**config.mk**
```make
export PLATFORM = sky130hd
export DESIGN_NAME = spd_sqrt
export DESIGN_NICKNAME = d
export VERILOG_FILES = /design/src/sv/spd_pkg.sv /design/src/sv/spd_sqrt.sv
export SDC_FILE = /design/constraint.sdc
export NUM_CORES = 2
export LEC_CHECK = 0
export BUFFER_PORTS_ARGS = -buffer_cell sky130_fd_sc_hd__buf_2
export CORE_MARGIN = 8
export CORE_UTILIZATION = 50
export DETAILED_ROUTE_END_ITERATION = 10
export GPL_ROUTABILITY_DRIVEN = 0
export GPL_TIMING_DRIVEN = 1
export PLACE_DENSITY = 0.62
export SLEW_MARGIN = 20
export SYNTH_ARGS = -nofsm -noshare
export SYNTH_HDL_FRONTEND = slang
export SYNTH_MEMORY_MAX_BITS = 65536
export SYNTH_SLANG_ARGS = --single-unit
```
**constraint.sdc**
```tcl
create_clock -name clk -period 4.25 [get_ports clk]
set_input_delay 0.2125 -clock clk [delete_from_list [all_inputs] [get_ports clk]]
set_output_delay 0.2125 -clock clk [all_outputs]
set_load 0.05 [all_outputs]
```
**src/sv/spd_pkg.sv**
```systemverilog
package spd_pkg;

	// Default geometry of the block
	localparam int COORD_BITS_DEF = 17;
	localparam int FRAC_BITS_DEF  = 16;
	localparam int OUT_BITS       = 34;

	// Derived defaults for the arithmetic units
	localparam int DIV_DEN_BITS_DEF = 2 * (COORD_BITS_DEF + 1);
	localparam int DIV_QUO_BITS_DEF = DIV_DEN_BITS_DEF + 2 * FRAC_BITS_DEF;
	localparam int DIV_NUM_BITS_DEF = DIV_DEN_BITS_DEF + DIV_QUO_BITS_DEF;
	localparam int SQRT_BITS_DEF    = (DIV_QUO_BITS_DEF + 1) / 2;

	typedef logic [2:0] vec_idx_t;

	// Difference vectors between the endpoints
	localparam int NUM_VECS = 6;
	localparam vec_idx_t VEC_AB = 3'd0; // B - A
	localparam vec_idx_t VEC_AC = 3'd1; // C - A
	localparam vec_idx_t VEC_AD = 3'd2; // D - A
	localparam vec_idx_t VEC_CD = 3'd3; // D - C
	localparam vec_idx_t VEC_CB = 3'd4; // B - C
	localparam vec_idx_t VEC_BD = 3'd5; // D - B

	// Cross (CR), dot (DT) and squared length (LN) terms
	localparam int NUM_TERMS  = 26;
	localparam int T_CR_AB_AC = 0;
	localparam int T_CR_AB_AD = 1;
	localparam int T_CR_CD_AC = 2;
	localparam int T_CR_CD_CB = 3;
	localparam int T_CR_AC_CB = 4;
	localparam int T_DT_AC_CB = 5;
	localparam int T_CR_AD_BD = 6;
	localparam int T_DT_AD_BD = 7;
	localparam int T_CR_AC_AD = 8;
	localparam int T_DT_AC_AD = 9;
	localparam int T_CR_CB_BD = 10;
	localparam int T_DT_CB_BD = 11;
	localparam int T_DT_AC_AB = 12;
	localparam int T_DT_CB_AB = 13;
	localparam int T_DT_AD_AB = 14;
	localparam int T_DT_BD_AB = 15;
	localparam int T_DT_AC_CD = 16;
	localparam int T_DT_AD_CD = 17;
	localparam int T_DT_CB_CD = 18;
	localparam int T_DT_BD_CD = 19;
	localparam int T_LN_AC    = 20;
	localparam int T_LN_AD    = 21;
	localparam int T_LN_CB    = 22;
	localparam int T_LN_BD    = 23;
	localparam int T_LN_AB    = 24;
	localparam int T_LN_CD    = 25;

	localparam vec_idx_t TERM_U [NUM_TERMS] = '{
		VEC_AB, VEC_AB, VEC_CD, VEC_CD, VEC_AC, VEC_AC, VEC_AD, VEC_AD,
		VEC_AC, VEC_AC, VEC_CB, VEC_CB, VEC_AC, VEC_CB, VEC_AD, VEC_BD,
		VEC_AC, VEC_AD, VEC_CB, VEC_BD, VEC_AC, VEC_AD, VEC_CB, VEC_BD,
		VEC_AB, VEC_CD
	};

	localparam vec_idx_t TERM_V [NUM_TERMS] = '{
		VEC_AC, VEC_AD, VEC_AC, VEC_CB, VEC_CB, VEC_CB, VEC_BD, VEC_BD,
		VEC_AD, VEC_AD, VEC_BD, VEC_BD, VEC_AB, VEC_AB, VEC_AB, VEC_AB,
		VEC_CD, VEC_CD, VEC_CD, VEC_CD, VEC_AC, VEC_AD, VEC_CB, VEC_BD,
		VEC_AB, VEC_CD
	};

	localparam logic [NUM_TERMS-1:0] TERM_IS_DOT = 26'b11_1111_1111_1111_1010_1010_0000;

endpackage

```
**src/sv/spd_sqrt.sv**
```systemverilog
module spd_sqrt #(
	parameter int SW = spd_pkg::SQRT_BITS_DEF
) (
	input  logic            clk,
	input  logic            en,
	input  logic [2*SW-1:0] rad,
	output logic [SW-1:0]   root
);

	localparam int RW = 2 * SW;

	// Digit-by-digit square root, one root bit per stage
	logic [SW:0]   rem_s  [SW-1];
	logic [RW-1:0] rad_s  [SW-1];
	logic [SW-1:0] root_s [SW];

	for (genvar i = 0; i < SW; i++) begin : g_stage
		logic [SW:0]   rem_i;
		logic [RW-1:0] rad_i;
		logic [SW-1:0] root_i;
		logic [SW+2:0] t;
		logic [SW+2:0] trial;
		logic [SW+2:0] diff;
		logic          ge;

		if (i == 0) begin : g_first
			assign rem_i  = '0;
			assign rad_i  = rad;
			assign root_i = '0;
		end else begin : g_next
			assign rem_i  = rem_s[i-1];
			assign rad_i  = rad_s[i-1];
			assign root_i = root_s[i-1];
		end

		// Bring down two radicand bits and test root*4+1
		assign t     = {rem_i, rad_i[RW-1:RW-2]};
		assign trial = {1'b0, root_i, 2'b01};
		assign diff  = t - trial;
		assign ge    = (t >= trial);

		always_ff @(posedge clk) begin
			if (en) begin
				root_s[i] <= {root_i[SW-2:0], ge};
			end
		end

		if (i < SW - 1) begin : g_carry
			always_ff @(posedge clk) begin
				if (en) begin
					rem_s[i] <= ge ? diff[SW:0] : t[SW:0];
					rad_s[i] <= rad_i << 2;
				end
			end
		end
	end

	assign root = root_s[SW-1];

endmodule

```
# [Word-level counts from Yosys, hierarchy flattened]
# Memories as Yosys holds them, arrays and structs flattened.
# Cells that the tools add are included.
[word_totals] ff_bits=0 latchBits=0 ram_bits=4489 rom_bits=0 output_inout_bits=34 n_memories=3
[classes] addsub=33 mul=0 div_mod_pow=0 magnitude_cmp=34 eq_ne=0 shift=0 muxes=35 n_bitwise=0 reduce_logical=0
[memory_table] memory="rad_s" words=33 width=66 rd=33 rd_ports_with_merged_regs=0 write_ports=33 line="spd_sqrt.sv:14" rtl="logic [RW-1:0] rad_s [SW-1];"
[memory_table] memory="root_s" words=34 width=34 rd=34 rd_ports_with_merged_regs=0 write_ports=34 line="spd_sqrt.sv:15" rtl="logic [SW-1:0] root_s [SW];"
[memory_table] memory="rem_s" words=33 width=35 rd=33 rd_ports_with_merged_regs=0 write_ports=33 line="spd_sqrt.sv:13" rtl="logic [SW:0] rem_s [SW-1];"
[op_table] operator="$ge 37x36->1" n=33
[op_table] operator="$mux 35" n=33
[op_table] operator="$sub 35x35->35" n=32
[op_table] operator="$sub 2x1->3 const B" n=1
[op_table] operator="$ge 2x1->1 const B" n=1
[op_table] operator="$mux 1" n=2

# [Longest topological paths before layout]
# An unclocked memory read counts as a cell.
[logic_depth] ltp_word=3 depth_mapped=15

# [Worst setup path after synthesis]
# OpenSTA, ideal clock, no wires.
[synth_timing] path_type="flip-flop to flip-flop" from="memory rem_s[0][115] (netlist name)" to="memory rem_s[0][157] (netlist name) (data pin)" t_arrival_ns=3.481 t_required_ns=3.979 path_slack_ns=0.498 path_stages_with_launch=12 path_buffers=2 synth_period_minus_slack_ns=3.752 cell_sequence="edfxtp_1 > or4_4 > or4_1 > or4_1 > clkbuf_1 > or4_4 > a2111oi_4 > or3_2 > or2_1 > buf_4 > nor4_1 > xor2_1"
[synth_lines] item="start, declared" line="spd_sqrt.sv:13"

==> metrics.csv <==
stage;metric;value;unit
setup_path;top cell family by delay on the critical path;compound AO/OA/AOI/OAI gates;
floorplanning;chip width;530;µm
logic_synthesis;yosys warns;0;
clock_tree;Root Driver;clkbuf_16;
setup_path;CP max-delay cell;or4_1;
logic_synthesis;Mapped Nets;11100;
drt;DR DRC count;0;
setup_path;Worst setup EP type;flip-flop;
global_route;initial antenna violation count;4;
sta;Max Clock Freq;253;MHz
setup_path;CP Data Arrival Time;4530;ps
sta;Slew Viols, Final;0;
hold_path;hold-critical path depth;2;
clock_tree;Reg clk slew, reported paths;60;ps
placed_design;Area after DPL;0.138;mm²
sta;endpoints failing hold;0;
setup_path;Critical R2R Capture;rem_s[0][450];
placed_design;hpwl dp;195;mm
status;outcome;completed;
drt;DR vias;81300;
sta;RSZ-0062 raised after global routing;false;
cells_and_area;area of the multi-input gates;0.0438;mm²
cells_and_area;area grow syn2layout;12.7;%
sta;clock skew;71.3;ps
hold_path;Hold Path Origin;rad[13];
setup_path;Setup CP Type;flip-flop to flip-flop;
sta;setup TNS;0;ps
drt;Routed WL per cell;18.6;µm
global_route;vias in the first global route;80200;
hold_path;Hold Path Sink;rad_s[0][13];
floorplanning;Die Ht;530;µm
cells_and_area;ratio of cells with drive above 1 in the final layout;0.0783;
setup_path;R2R Setup Slk;290;ps
setup_path;Max FO, Critical Path;10;
logic_synthesis;cell taking the most area after synthesis;edfxtp_1;
cells_and_area;Reg area;0.0847;mm²
logic_synthesis;synthesized cell area;0.132;mm²
drt;Final Routed Wirelength;272;mm
sta;Tcrit/Tclk final;0.931;
hold_path;HP Class;primary input to flip-flop;
clock_tree;CTS Buf Count;309;
logic_synthesis;synthesized instance count;10400;
drt;DRT antenna net count;0;
setup_path;Startpoint Class;flip-flop;
logic_synthesis;synth top area cells;edfxtp_1 (64%), ha_1 (6.0%), xnor2_1 (3.3%), xor2_1 (2.9%), o21ai_0 (2.4%);
drt;1st-iter DRT viols;6414;
clock_tree;H-tree Lvls;5;
global_route;first-pass GRT wire length;431;mm
setup_path;CP cell instances;ha_1, nor2b_1, o21a_1, o21a_1, o41ai_1, a2111oi_0, a211o_1, or4_1, or4_1, xnor2_1;
logic_synthesis;Synth cell types;85;
floorplanning;FP Rows;188;
setup_path;Worst Path Required;4820;ps
global_route;largest net degree at the start of global routing;120;
cells_and_area;cell area after layout;0.149;mm²
global_route;total gr overflow;0;
setup_path;WP buf/inv;0;
job;Max Cap Violations;0;
power;leakage dissipation;56.7;nW
placed_design;placed instance count;13900;
setup_path;reg2reg path depth;10;
logic_synthesis;Yosys reg bits;2819;
floorplanning;CORE AREA;0.263;mm²
sta;Slew @ Worst Pin;1110;ps
floorplanning;Initial Utilization;0.503;
drt;Initial DRT Pass Iterations;7;
setup_path;CP max stage delay;600;ps
logic_synthesis;post-synth top area share;0.641;
cells_and_area;Filler Cell Count;21300;
clock_tree;CTS max path bufs;4;
floorplanning;# IOs;104;
drt;Vias per Instance;5.57;
power;VDD IR max;403;µV
sta;Max-Slew Margin vs Limit;0.253;
power;power density over the cells;547;mW/mm²
placed_design;PortBufs;103;
cells_and_area;fin nets;11500;
logic_synthesis;Seq/Total Area, Yosys;0.641;
setup_path;worst r2r src;rem_s[0][385];
cells_and_area;Final Non-Filler Cells;14600;
clock_tree;CTS tree;yes;
sta;min Tclk post-route;3960;ps
sta;endpoints failing setup;0;
global_route;gr usage total;0.189;
logic_synthesis;EDFF count, synth;2819;
clock_tree;clock latency on the worst-skew pair;880;ps
logic_synthesis;dominant synthesized flop cell;edfxtp_1;
logic_synthesis;async set-reset flop share out of synthesis;0;
floorplanning;area of the die;0.281;mm²
logic_synthesis;Post-Syn Area per Cell;12.7;µm²
clock_tree;Clock Sinks;2819;
==> cell families after synthesis <==
family                     share of synthesized area
AOI/OAI and AO/OA                             0.0983
xor gates and xnor gates                      0.0620
adders and majority gates                     0.0597
buffers and inverters                         0.0291
DFF                                            0.641
muxes                                        0.00662
other                                      0.0000284
and+or+nand+nor                                0.104
==> area by class of cell <==
cell class	count	area share
Sequential cell	2819	0.568
Tap cell	3515	0.0295
Antenna cell	3	0.0000504
Clock buffer	363	0.0543
Multi-Input combinational cell	6535	0.294
Timing Repair Buffer	365	0.0215
Inverter	807	0.0203
Clock inverter	176	0.0123
==> per-layer routing <==
layer / routed length [µm] / vias up / global-route usage
met2: 133000 / 2233 / 0.328
met1: 115000 / 39100 / 0.243
met5: 0 / - / 0
met3: 12600 / 653 / 0.0239
met4: 11000 / 0 / 0.0715
li1: - / 39300 / -
==> sequential cells by signal, summed over array words and instances (netlist names) <==
signal and flops:
root_s 595, rem_s 1102, rad_s 1122
==> metrics by stage <==
stage / util / hold slack, ps / worst slack, ps / power, mW
after floorplan: - / 311 / 498 / 49.9
after CTS: 0.567 / 1.94 / 263 / 82.2
after detailed placement: 0.526 / 391 / 297 / 55.5
final: 0.567 / 73.2 / 293 / 81.5
after global placement: 0.526 / 389 / 300 / 55.1
after global routing: 0.567 / 26.0 / 86.4 / 85.6
==> Yosys cell counts, types with 65 or more instances <==
master and instances:
a211oi_1 65, nor4_1 123, nor3_1 260, or3_1 101, edfxtp_1 2819, ha_1 631
nand2b_1 148, clkbuf_1 196, mux2_2 67, nor2_1 605, nand2_1 829, and3_1 72
nand3_1 168, xnor2_1 494, xor2_1 441, or4_1 67, a21o_1 224, nor2b_1 84
o21ai_0 622, o21a_1 102, inv_1 800, a21oi_1 616, nand4_1 113
==> power by group <==
group,internal [mW],leakage (nW),switching (mW)
combinational,7.25,24.7,10.4
sequential,35.3,27.1,2.37
clock,15.6,4.83,10.6
total,58.1,56.7,23.4
==> worst max path at each step <==
stage	from	endpoint	slack (ps)	cells after the start
6_report	rem_s[0][385]	rem_s[0][450]	290	10
4_1_cts	rem_s[0][385]	rem_s[0][450]	260	10
3_3_place_gp	rem_s[0][115]	rem_s[0][168]	300	9
3_5_place_dp	rem_s[0][115]	rem_s[0][162]	300	9
5_1_grt	rem_s[0][115]	rem_s[0][160]	90	9
2_1_floorplan	rem_s[0][115]	rem_s[0][157]	500	11
==> cell usage in the layout, fill, tap and decap left out, drive strengths merged, types with 72 or more instances in the layout <==
cell         count
o21ai          622
ha             631
nor2           605
nand4          113
nor2b           84
a21o           224
nand3          168
xnor2          494
inv            813
buf            263
a21oi          616
o21a           102
xor2           441
edfxtp        2819
dlygate4sd3    102
nand2b         148
and3            72
nor3           260
clkbuf         363
or3            102
clkinv         127
nor4           124
nand2          829
==> timing repair <==
action,4_1_cts,5_1_grt
endpoints found under the hold margin,79,0
endpoints found under the setup margin,0,1
resized for setup,0,1
buffers inserted,0,0
hold buffers,102,0
Note: power is estimated with default switching activity, not from simulation.
